## src/rtl/core/adti_pkg.sv

```systemverilog
package adti_pkg;

   localparam int StartWidth = 57;
   localparam int BytesWidth = 25;
   localparam int SsecWidth  = 48;
   localparam int SumWidth   = 26;
   localparam int CountWidth = 17;
   localparam int MaxSteps   = 10;

   localparam logic [1:0] STATUS_WRITE     = 2'd0;
   localparam logic [1:0] STATUS_EMPTY     = 2'd1;
   localparam logic [1:0] STATUS_RANGE     = 2'd2;
   localparam logic [1:0] STATUS_TOO_MANY  = 2'd3;

   localparam logic [2:0] OFF_COUNT  = 3'd2;
   localparam logic [2:0] OFF_LBA_LO = 3'd3;
   localparam logic [2:0] OFF_LBA_MD = 3'd4;
   localparam logic [2:0] OFF_LBA_HI = 3'd5;
   localparam logic [2:0] OFF_SELECT = 3'd6;
   localparam logic [2:0] OFF_CMD    = 3'd7;

   localparam logic [7:0] SEL_LBA    = 8'h40;
   localparam logic [7:0] CMD_RD     = 8'hC8;
   localparam logic [7:0] CMD_WR     = 8'hCA;
   localparam logic [7:0] CMD_RD_EXT = 8'h25;
   localparam logic [7:0] CMD_WR_EXT = 8'h35;

   localparam logic [CountWidth-1:0] MAXSEC28 = CountWidth'(255);
   localparam logic [CountWidth-1:0] MAXSEC48 = CountWidth'(65535);

   localparam logic [0:0] CSR_SECTOR_LOG2 = 1'b0;
   localparam logic [0:0] CSR_LBA48_MASK  = 1'b1;

   typedef struct packed {
      logic [StartWidth-1:0] start_byte;
      logic [BytesWidth-1:0] byte_count;
      logic                  is_write;
      logic [1:0]            drive;
   } req_type;

   typedef struct packed {
      logic [1:0] status;
      logic       secondary;
      logic [2:0] reg_offset;
      logic [7:0] reg_value;
      logic       last;
   } rsp_type;

   typedef struct packed {
      logic [1:0]                  status;
      logic                        secondary;
      logic [3:0]                  num_steps;
      logic [MaxSteps-1:0][2:0]    reg_offsets;
      logic [MaxSteps-1:0][7:0]    reg_values;
   } plan_type;

endpackage

```

## src/rtl/core/adti_plan.sv

```systemverilog
module adti_plan (
   input  adti_pkg::req_type  req,
   input  logic [3:0]         sector_size_log2,
   input  logic [3:0]         lba48_drive_mask,
   output adti_pkg::plan_type plan
);

   logic [1:0]                        sh_code;
   logic                              lba48;
   logic [adti_pkg::SsecWidth-1:0]    ssec;
   logic [11:0]                       mask;
   logic [adti_pkg::SumWidth-1:0]     sum;
   logic [adti_pkg::CountWidth-1:0]   count;
   logic [adti_pkg::SsecWidth:0]      total;
   logic [adti_pkg::SsecWidth:0]      limit;
   logic                              too_many;
   logic [7:0]                        sel;
   logic [7:0]                        cmd;

   always_comb begin
      if (sector_size_log2 < 4'd9) begin
         sh_code = 2'd0;
      end else if (sector_size_log2 > 4'd12) begin
         sh_code = 2'd3;
      end else begin
         sh_code = 2'(sector_size_log2 - 4'd9);
      end
   end

   assign lba48 = lba48_drive_mask[req.drive];

   always_comb begin
      case (sh_code)
         2'd0: begin
            ssec  = req.start_byte[56:9];
            mask  = 12'h1FF;
         end
         2'd1: begin
            ssec  = {1'b0, req.start_byte[56:10]};
            mask  = 12'h3FF;
         end
         2'd2: begin
            ssec  = {2'b0, req.start_byte[56:11]};
            mask  = 12'h7FF;
         end
         default: begin
            ssec  = {3'b0, req.start_byte[56:12]};
            mask  = 12'hFFF;
         end
      endcase
   end

   assign sum = {1'b0, req.byte_count}
              + adti_pkg::SumWidth'(req.start_byte[11:0] & mask)
              + adti_pkg::SumWidth'(mask);

   always_comb begin
      case (sh_code)
         2'd0:    count = adti_pkg::CountWidth'(sum[25:9]);
         2'd1:    count = adti_pkg::CountWidth'(sum[25:10]);
         2'd2:    count = adti_pkg::CountWidth'(sum[25:11]);
         default: count = adti_pkg::CountWidth'(sum[25:12]);
      endcase
   end

   assign total = {1'b0, ssec} + (adti_pkg::SsecWidth + 1)'(count);
   assign limit = lba48 ? ((adti_pkg::SsecWidth + 1)'(1) << 48)
                        : ((adti_pkg::SsecWidth + 1)'(1) << 28);
   assign too_many = lba48 ? (count > adti_pkg::MAXSEC48) : (count > adti_pkg::MAXSEC28);

   assign sel = adti_pkg::SEL_LBA | {3'b0, req.drive[0], 4'b0}
              | (lba48 ? 8'h00 : {4'b0, ssec[27:24]});
   assign cmd = lba48 ? (req.is_write ? adti_pkg::CMD_WR_EXT : adti_pkg::CMD_RD_EXT)
                      : (req.is_write ? adti_pkg::CMD_WR : adti_pkg::CMD_RD);

   always_comb begin
      plan.status      = adti_pkg::STATUS_WRITE;
      plan.secondary   = 1'b0;
      plan.num_steps   = 4'd1;
      plan.reg_offsets = '0;
      plan.reg_values  = '0;
      if (req.byte_count == '0) begin
         plan.status = adti_pkg::STATUS_EMPTY;
      end else if (total > limit) begin
         plan.status = adti_pkg::STATUS_RANGE;
      end else if (too_many) begin
         plan.status = adti_pkg::STATUS_TOO_MANY;
      end else begin
         plan.secondary      = req.drive[1];
         plan.reg_offsets[0] = adti_pkg::OFF_SELECT;
         plan.reg_values[0]  = sel;
         if (lba48) begin
            plan.num_steps      = 4'd10;
            plan.reg_offsets[1] = adti_pkg::OFF_COUNT;
            plan.reg_values[1]  = count[15:8];
            plan.reg_offsets[2] = adti_pkg::OFF_LBA_LO;
            plan.reg_values[2]  = ssec[31:24];
            plan.reg_offsets[3] = adti_pkg::OFF_LBA_MD;
            plan.reg_values[3]  = ssec[39:32];
            plan.reg_offsets[4] = adti_pkg::OFF_LBA_HI;
            plan.reg_values[4]  = ssec[47:40];
            plan.reg_offsets[5] = adti_pkg::OFF_COUNT;
            plan.reg_values[5]  = count[7:0];
            plan.reg_offsets[6] = adti_pkg::OFF_LBA_LO;
            plan.reg_values[6]  = ssec[7:0];
            plan.reg_offsets[7] = adti_pkg::OFF_LBA_MD;
            plan.reg_values[7]  = ssec[15:8];
            plan.reg_offsets[8] = adti_pkg::OFF_LBA_HI;
            plan.reg_values[8]  = ssec[23:16];
            plan.reg_offsets[9] = adti_pkg::OFF_CMD;
            plan.reg_values[9]  = cmd;
         end else begin
            plan.num_steps      = 4'd6;
            plan.reg_offsets[1] = adti_pkg::OFF_COUNT;
            plan.reg_values[1]  = count[7:0];
            plan.reg_offsets[2] = adti_pkg::OFF_LBA_LO;
            plan.reg_values[2]  = ssec[7:0];
            plan.reg_offsets[3] = adti_pkg::OFF_LBA_MD;
            plan.reg_values[3]  = ssec[15:8];
            plan.reg_offsets[4] = adti_pkg::OFF_LBA_HI;
            plan.reg_values[4]  = ssec[23:16];
            plan.reg_offsets[5] = adti_pkg::OFF_CMD;
            plan.reg_values[5]  = cmd;
         end
      end
   end

endmodule

```

## src/rtl/core/ata_dma_taskfile_issuer.sv

```systemverilog
// a request crosses the input, command and output registers to its first result
// throughput: one result per cycle while rsp_stall is low; a request gives 6 writes
// (28-bit), 10 (48-bit) or a single status result, after those of the previous request
// the input register and the command register let the next request be planned
// while the current one is still being issued
// reset: synchronous; clears all valid flags, sector size log2 to 9, 48-bit mask to 0
module ata_dma_taskfile_issuer (
   input  logic                clock,
   input  logic                reset,
   input  logic                req_valid,
   output logic                req_stall,
   input  adti_pkg::req_type   req_data,
   output logic                rsp_valid,
   input  logic                rsp_stall,
   output adti_pkg::rsp_type   rsp_data,
   input  logic                csr_valid,
   output logic                csr_ready,
   input  logic [0:0]          csr_index,
   input  logic [3:0]          csr_data
);

   logic [3:0]          sector_log2_ff;
   logic [3:0]          lba48_mask_ff;

   logic                in_valid_ff;
   adti_pkg::req_type   in_req_ff;

   logic                plan_valid_ff;
   adti_pkg::plan_type  plan_ff;
   adti_pkg::plan_type  plan_in;
   logic [3:0]          idx_ff;

   logic                rsp_valid_ff;
   adti_pkg::rsp_type   rsp_data_ff;
   adti_pkg::rsp_type   rsp_data_in;

   logic                rsp_load;
   logic                step_last;
   logic                plan_free;
   logic                in_move;

   assign csr_ready = 1'b1;

   always_ff @(posedge clock) begin
      if (reset) begin
         sector_log2_ff <= 4'd9;
         lba48_mask_ff  <= 4'd0;
      end else if (csr_valid && csr_ready) begin
         case (csr_index)
            adti_pkg::CSR_SECTOR_LOG2: sector_log2_ff <= csr_data;
            adti_pkg::CSR_LBA48_MASK:  lba48_mask_ff  <= csr_data;
            default: ;
         endcase
      end
   end

   adti_plan u_plan (
      .req              (in_req_ff),
      .sector_size_log2 (sector_log2_ff),
      .lba48_drive_mask (lba48_mask_ff),
      .plan             (plan_in)
   );

   assign rsp_load  = plan_valid_ff && (!rsp_valid_ff || !rsp_stall);
   assign step_last = (idx_ff == plan_ff.num_steps - 4'd1);
   assign plan_free = !plan_valid_ff || (rsp_load && step_last);
   assign in_move   = in_valid_ff && plan_free;
   assign req_stall = in_valid_ff && !plan_free;

   // input register
   always_ff @(posedge clock) begin
      if (reset) begin
         in_valid_ff <= 1'b0;
      end else if (!req_stall) begin
         in_valid_ff <= req_valid;
      end
   end

   always_ff @(posedge clock) begin
      if (req_valid && !req_stall) begin
         in_req_ff <= req_data;
      end
   end

   // command register and write sequencer
   always_ff @(posedge clock) begin
      if (reset) begin
         plan_valid_ff <= 1'b0;
         idx_ff        <= 4'd0;
      end else begin
         if (plan_free) begin
            plan_valid_ff <= in_move;
            idx_ff        <= 4'd0;
         end else if (rsp_load) begin
            idx_ff <= idx_ff + 4'd1;
         end
      end
   end

   always_ff @(posedge clock) begin
      if (in_move) begin
         plan_ff <= plan_in;
      end
   end

   always_comb begin
      rsp_data_in.status     = plan_ff.status;
      rsp_data_in.secondary  = plan_ff.secondary;
      rsp_data_in.reg_offset = plan_ff.reg_offsets[idx_ff];
      rsp_data_in.reg_value  = plan_ff.reg_values[idx_ff];
      rsp_data_in.last       = step_last;
   end

   // output register
   always_ff @(posedge clock) begin
      if (reset) begin
         rsp_valid_ff <= 1'b0;
      end else if (!rsp_valid_ff || !rsp_stall) begin
         rsp_valid_ff <= plan_valid_ff;
      end
   end

   always_ff @(posedge clock) begin
      if (rsp_load) begin
         rsp_data_ff <= rsp_data_in;
      end
   end

   assign rsp_valid = rsp_valid_ff;
   assign rsp_data  = rsp_data_ff;

endmodule
```

## config.mk

```make
export PLATFORM = sky130hd
export DESIGN_NAME = ata_dma_taskfile_issuer
export DESIGN_NICKNAME = d
export VERILOG_FILES = /design/src/rtl/core/adti_pkg.sv /design/src/rtl/core/adti_plan.sv /design/src/rtl/core/ata_dma_taskfile_issuer.sv
export SDC_FILE = /design/constraint.sdc
export NUM_CORES = 1
export LEC_CHECK = 0
export BUFFER_PORTS_ARGS = -buffer_cell sky130_fd_sc_hd__buf_4
export CAP_MARGIN = 30
export CORE_UTILIZATION = 48
export DETAILED_ROUTE_END_ITERATION = 16
export PLACE_DENSITY = 0.69
export SKIP_CTS_REPAIR_TIMING = 1
export SYNTH_ARGS = -nofsm -noshare
export SYNTH_HDL_FRONTEND = slang
export SYNTH_SLANG_ARGS = --single-unit
```

## constraint.sdc

```tcl
create_clock -name clock -period 10.08 [get_ports clock]
set_clock_uncertainty 0.1 [all_clocks]
set_input_delay 0.504 -clock clock [delete_from_list [all_inputs] [get_ports clock]]
set_output_delay 0.504 -clock clock [all_outputs]
set_load 0.005 [all_outputs]
```

[Word level (Yosys, flattened, before mapping)]
Cells that the tools add are included.
Operators by class
  add/subtract/negate cells: 6
  $lt $le $gt $ge: 7
  equality and inequality tests: 3
  muxes and demuxes: 25
  bitwise operators: 4
  reduce and logical (&&, ||, !) cells: 20
Operators with widths (count)
  one-hot mux 48 bit (3 select lines): 1
  two-way mux 83 bit: 1
  one-hot mux 17 bit (3 select lines): 1
  adder 48 x 17 -> 49 bit: 1
  > comparator 49 bit: 1
  two-way mux 49 bit: 1
  two-way mux 40 bit: 1
  one-hot mux 12 bit (3 select lines): 1
  binary-select mux 8 bit (select 4 bit): 1
  two-way mux 32 bit: 1
  adder 25 x 26 -> 26 bit: 1
  adder 26 x 12 -> 26 bit: 1
  logical NOT 25 bit: 1
  > comparator 17 x 16 -> 1 bit (second input constant): 1
  > comparator 17 x 8 -> 1 bit (second input constant): 1
  two-way mux 8 bit: 2
  two-way mux 15 bit: 1
  bitwise AND 12 bit: 1
  binary-select mux 3 bit (select 4 bit): 1
  two-way mux 12 bit: 1
  two-way mux 2 bit: 5
  two-way mux 4 bit: 2
  OR 7 x 8 -> 8 bit: 1
  logical AND 1 bit: 5
  22 further kinds: 31
Storage, ports and cells
  bits in registers: 232
  input bits: 95
  output and inout bits: 18
  logic and storage cells: 103

[Depth between registers and ports, before layout]
  word-level depth: 13
  gate-level depth with buffers: 51
  depth with buffers taken out: 40

[Cells and area by module]
Synthesis repeated with hierarchy kept, for this count alone.
Second synthesis, totals
  cell total of the unflattened synthesis: 1416
  area, all modules: 14551.5 um2
Modules (own cells, without submodules)
  ata_dma_taskfile_issuer: instances 1, cells an instance 367, area each 8134.1 um2, seq. area each 6816.5 um2
  adti_plan: instances 1, cells an instance 1049, area each 6417.4 um2, seq. area each 0.0 um2

[Worst setup path after synthesis]
No wires, ideal clock.
  path kind: reg-to-reg
  from: register sector_log2_ff[0]
  to: register plan_ff[38] (netlist name), data pin
  library setup time: 0.167 ns
  arrival: 9.954 ns
  data required time: 9.813 ns
  slack: -0.141 ns
  stages on the path, launching flop included: 49
  path buffers: 10
  clock period less this slack: 10.221 ns
  cell sequence: dfxtp_1 -> buf_2 -> inv_1 -> clkbuf_1 -> ha_1 -> inv_1 -> a32o_2 -> inv_2 -> buf_2 -> buf_2 -> clkbuf_1 -> clkbuf_1 -> buf_1 -> fa_1 -> inv_1 -> ha_1 -> a211oi_1 -> o22ai_1 -> [... 13 more ...] -> a41o_1 -> nor4_2 -> nand2_1 -> or3_1 -> nor3_1 -> ha_1 -> nand4b_1 -> a2111oi_0 -> o21ai_0 -> nor4_1 -> nand4b_1 -> a2111oi_0 -> o2111ai_1 -> a22oi_1 -> and4_4 -> o211ai_4 -> buf_6 -> a211oi_1
Between the ends
  longest elaborated chain between the ends: 12
  elaborated cells between the ends (all ways): 21
  those cells by class: 4 x add/sub; 5 x order compare; 2 x eq/ne; 7 x mux; 1 x bitwise; 2 x reduce/logical
Ends and longest elaborated chain
  from (decl): line ata_dma_taskfile_issuer.sv:22  | logic [3:0] sector_log2_ff;
  from (signal assigned): line ata_dma_taskfile_issuer.sv:50  | adti_pkg::CSR_SECTOR_LOG2: sector_log2_ff <= csr_data;
  > comparator 4 bit or subtractor 2 x 1 -> 2 bit (tied branches): line adti_plan.sv:23, adti_plan.sv:26
  two-way mux 2 bit: line adti_plan.sv:23  | end else if (sector_size_log2 > 4'd12) begin
  two-way mux 2 bit *: line adti_plan.sv:21  | if (sector_size_log2 < 4'd9) begin
  equality test 2 bit (tied with other cells): line adti_plan.sv:33, adti_plan.sv:58
  one-hot mux 12 bit (3 select lines): line adti_plan.sv:33  | case (sh_code)
  bitwise AND 12 bit: line adti_plan.sv:54  | + adti_pkg::SumWidth'(req.start_byte[11:0] & mask)
  adder 25 x 26 -> 26 bit: line adti_plan.sv:54
  adder 26 x 12 -> 26 bit: line adti_plan.sv:55  | + adti_pkg::SumWidth'(mask);
  one-hot mux 17 bit (3 select lines): line adti_plan.sv:58  | case (sh_code)
  adder 48 x 17 -> 49 bit (tied with other cells): line adti_plan.sv:66  | assign total = {1'b0, ssec} + (adti_pkg::SsecWidth + 1)'(count);
  > comparator 49 bit or two-way mux 1 bit (tied branches): line adti_plan.sv:84, adti_plan.sv:69
  OR reduction 3 bit (no line)
  to (signal assigned): line ata_dma_taskfile_issuer.sv:102  | plan_ff <= plan_in;
  to (decl): line ata_dma_taskfile_issuer.sv:29  | adti_pkg::plan_type plan_ff;
Every way passes the cells marked *; elsewhere a longest branch is shown, timed or not.
A chain may end at the register's enable or synchronous reset.

[Final worst setup path]
  from: register sector_log2_ff[1]
  to: register plan_ff[52] (netlist name), data pin
Between the ends
  longest elaborated chain between the ends: 12
  elaborated cells between the ends (all ways): 20
  those cells by class: 4 x add/sub; 5 x order compare; 2 x eq/ne; 6 x mux; 1 x bitwise; 2 x reduce/logical
Ends and longest elaborated chain (line)
  > comparator 4 bit or subtractor 2 x 1 -> 2 bit (tied branches): adti_plan.sv:23, adti_plan.sv:26
  two-way mux 2 bit: adti_plan.sv:23
  two-way mux 2 bit *: adti_plan.sv:21
  equality test 2 bit (tied with other cells): adti_plan.sv:33, adti_plan.sv:58
  one-hot mux 12 bit (3 select lines): adti_plan.sv:33
  bitwise AND 12 bit: adti_plan.sv:54
  adder 25 x 26 -> 26 bit: adti_plan.sv:54
  adder 26 x 12 -> 26 bit: adti_plan.sv:55
  one-hot mux 17 bit (3 select lines): adti_plan.sv:58
  adder 48 x 17 -> 49 bit (tied with other cells): adti_plan.sv:66
  > comparator 49 bit or two-way mux 1 bit (tied branches): adti_plan.sv:84, adti_plan.sv:69
  OR reduction 4 bit (no line)
Marked as above.

==> reports/qor.yml <==
power.leakage_nw: 5.70
worst_skew_pair.late_latency_ns: 0.46
critical_path_class: "flop to flop"
final_cell_mix: "edfxtp_1, buf_4, nor2_1, nand2_1, a21oi_1"
pin_count: 113
worst_ep_arrival_time_ns: 9.54
area_growth_syn_to_layout_pct: 15.5
rr_endpoint: "plan_ff[52]$_SDFFCE_PP0P_"
status: "finished clean"
irDropWorstVdd_mv: 0.0974
power.total_mw: 2.58
fin_crit_sh: 0.930
yosys_warnings: 0
finalSetupViolCount: 0
crit_required_ns: 10.25
gp_congestion: 0.997
yosys.cell_types.count: 101
period_needed_ns: 9.37
clk_pin_slew_ns: 0.09
rows: 60
synth_seq_cells: 196
ys_seq_area_frac: 0.437
grt_usage: 0.278
fin_setup_tns_ns: 0
grt_first_pass_wirelength_mm: 60.1
antennaDiodeCount: 0
cts_tree: "yes"
ant_nets: 0
synthCells: 1379
drv_cap: 0
port_buffers: 111
crit_path_top_delay_cell: "fa_1"
drtPass1Iterations: 9
cts_max_level: 4
antenna_found_initial: 0
syn_area_um2: 13100
viasPerCell: 6.33
slew-limit-headroom: 0.273
fin_area_um2: 15100
holdPathStages: 1
synth_edf_count: 181
synth_ff_type: "edfxtp_1"
hold_violations: 0
r2r-start: "sector_log2_ff[1]$_SDFFE_PP0P_"
cp-end-kind: "flop"
root_buffer: "clkbuf_16"
wl_mm: 38.8
core-area_um2: 26900
worstPathMaxFanout: 37
grt_pass1_vias: 10694
remaining_drc_errors: 0
wl_per_cell_um: 21.2
grt-ovfl-total: 0
vias: 11578
crit_top_cell: "ha_1"
cts_sinks: 196
layout_commonest_cell: "edfxtp_1"
hold_start: "req_data[80]"
slew_violations: 0
die_height_um: 167
powerDensity_nw_per_um2: 171
n_fill_cell: 2414
die-area_um2: 28000
r2r_setup_slack_ns: 0.71
worstRegToRegCells: 39
max_stage_delay_ns: 0.46
drtIter0Drc: 1489
fmax_mhz: 107
clockBufferDepth: 2
cts_made_buffers: 17
tightest_slew_ns: 1.08
rsz0062_at_grt: "false"
dpl.hpwl_mm: 28.9
setup.worst_path.start_class: "flop"
synth.avg_cell_area_um2: 9.51
synthArstFlopShare: 0
drive_above_1_share: 0.181
hold-path-endpoint: "in_req_ff[80]$_DFFE_PP_"
postPlaceCellArea_um2: 14400
die_w_um: 167
grt_max_degree: 82
hold_path_class: "primary input to flop"
start_util: 0.488
fin_nets: 1616
per-layer routing:
layer / share of wire / vias to the layer above / wire length, µm / global-route usage
met1: 0.43 / 5551 / 16500 / 0.378
met5: 0 / - / 0 / 0
met3: 0.070 / 86 / 2710 / 0.0433
met4: 0.036 / 0 / 1380 / 0.107
met2: 0.47 / 535 / 18200 / 0.447
li1: - / 5406 / - / -
state kept, by name (all words and copies together) (netlist names):
name            cells
in_req_ff          85
plan_ff            81
in_valid_ff         1
lba48_mask_ff       4
rsp_data           15
rsp_valid           1
sector_log2_ff      4
idx_ff              4
plan_valid_ff       1
metrics by stage:
step | hold WS (ns) | instances | util | setup WS [ns]
6_report | 0.115 | 1830 | 0.564 | 0.707
5_1_grt | 0.106 | 1830 | 0.564 | 0.0190
4_1_cts | 0.109 | 1828 | 0.560 | 0.231
3_5_place_dp | 0.313 | 1796 | 0.537 | 0.377
3_3_place_gp | 0.309 | 1796 | 0.537 | 0.746
2_1_floorplan | 0.300 | 1380 | - | 0.123
synth_stat cells (all sizes together), types with 20 or more instances:
library cell,count,area share
o21ai,65,0.025
clkbuf,62,0.018
buf,32,0.013
nor3,47,0.018
nor2,163,0.047
nand4,23,0.011
xnor2,30,0.021
nand2b,20,0.0095
a222oi,26,0.020
nand2,122,0.035
nand3,31,0.012
inv,77,0.022
a21oi,103,0.039
ha,41,0.039
o22ai,21,0.011
o211ai,20,0.012
edfxtp,181,0.41
power breakdown:
part | leakage, nW | switching, mW | internal [mW]
Clock | 0.300 | 0.373 | 0.353
Combinational | 3.50 | 0.544 | 0.341
Sequential | 1.89 | 0.0363 | 0.936
logic make-up after synthesis:
family | count (synthesis) | share of synthesized area
other | 2 | 0.000572
buffers and inverters | 172 | 0.0530
DFF | 196 | 0.437
and+or+nand+nor | 502 | 0.189
xor gates and xnor gates | 39 | 0.0266
adders and majority gates | 47 | 0.0467
AOI/OAI and AO/OA | 382 | 0.203
muxes | 39 | 0.0438
how the worst max path moves through the flow:
| stage | end | cells past startpoint | startpoint | slack (ns) |
|---|---|---|---|---|
| after global placement | plan_ff[31]$_SDFFCE_PP0P_ | 39 | sector_log2_ff[0]$_SDFFE_PP1P_ | 0.75 |
| final | plan_ff[52]$_SDFFCE_PP0P_ | 39 | sector_log2_ff[1]$_SDFFE_PP0P_ | 0.71 |
| after global routing | plan_ff[49]$_SDFFCE_PP0P_ | 39 | sector_log2_ff[1]$_SDFFE_PP0P_ | 0.02 |
| after floorplan | plan_ff[38]$_SDFFCE_PP0P_ | 48 | sector_log2_ff[0]$_SDFFE_PP1P_ | 0.12 |
| after detailed placement | plan_ff[31]$_SDFFCE_PP0P_ | 40 | sector_log2_ff[1]$_SDFFE_PP0P_ | 0.38 |
| after CTS | plan_ff[31]$_SDFFCE_PP0P_ | 40 | sector_log2_ff[1]$_SDFFE_PP0P_ | 0.23 |
worst max-delay path: cells and delay by family (launching register included):
| kind | cells | cell delay [ns] |
|---|---|---|
| compound gates | 19 | 4.06 |
| simple gates | 11 | 2.45 |
| fa+ha+maj | 5 | 1.59 |
| buf+inv | 4 | 0.59 |
| flops | 1 | 0.37 |
cell type report:
| cell class | instances | area [µm²] | share of cell area |
|---|---|---|---|
| Clock inverter | 14 | 171 | 0.0113 |
| Multi-Input combinational cell | 1013 | 6760 | 0.446 |
| Tap cell | 341 | 427 | 0.0282 |
| Clock buffer | 18 | 450 | 0.0297 |
| Sequential cell | 196 | 5740 | 0.379 |
| Inverter | 78 | 293 | 0.0193 |
| Timing Repair Buffer | 170 | 1310 | 0.0864 |
Note: power is estimated with default switching activity, not from simulation.
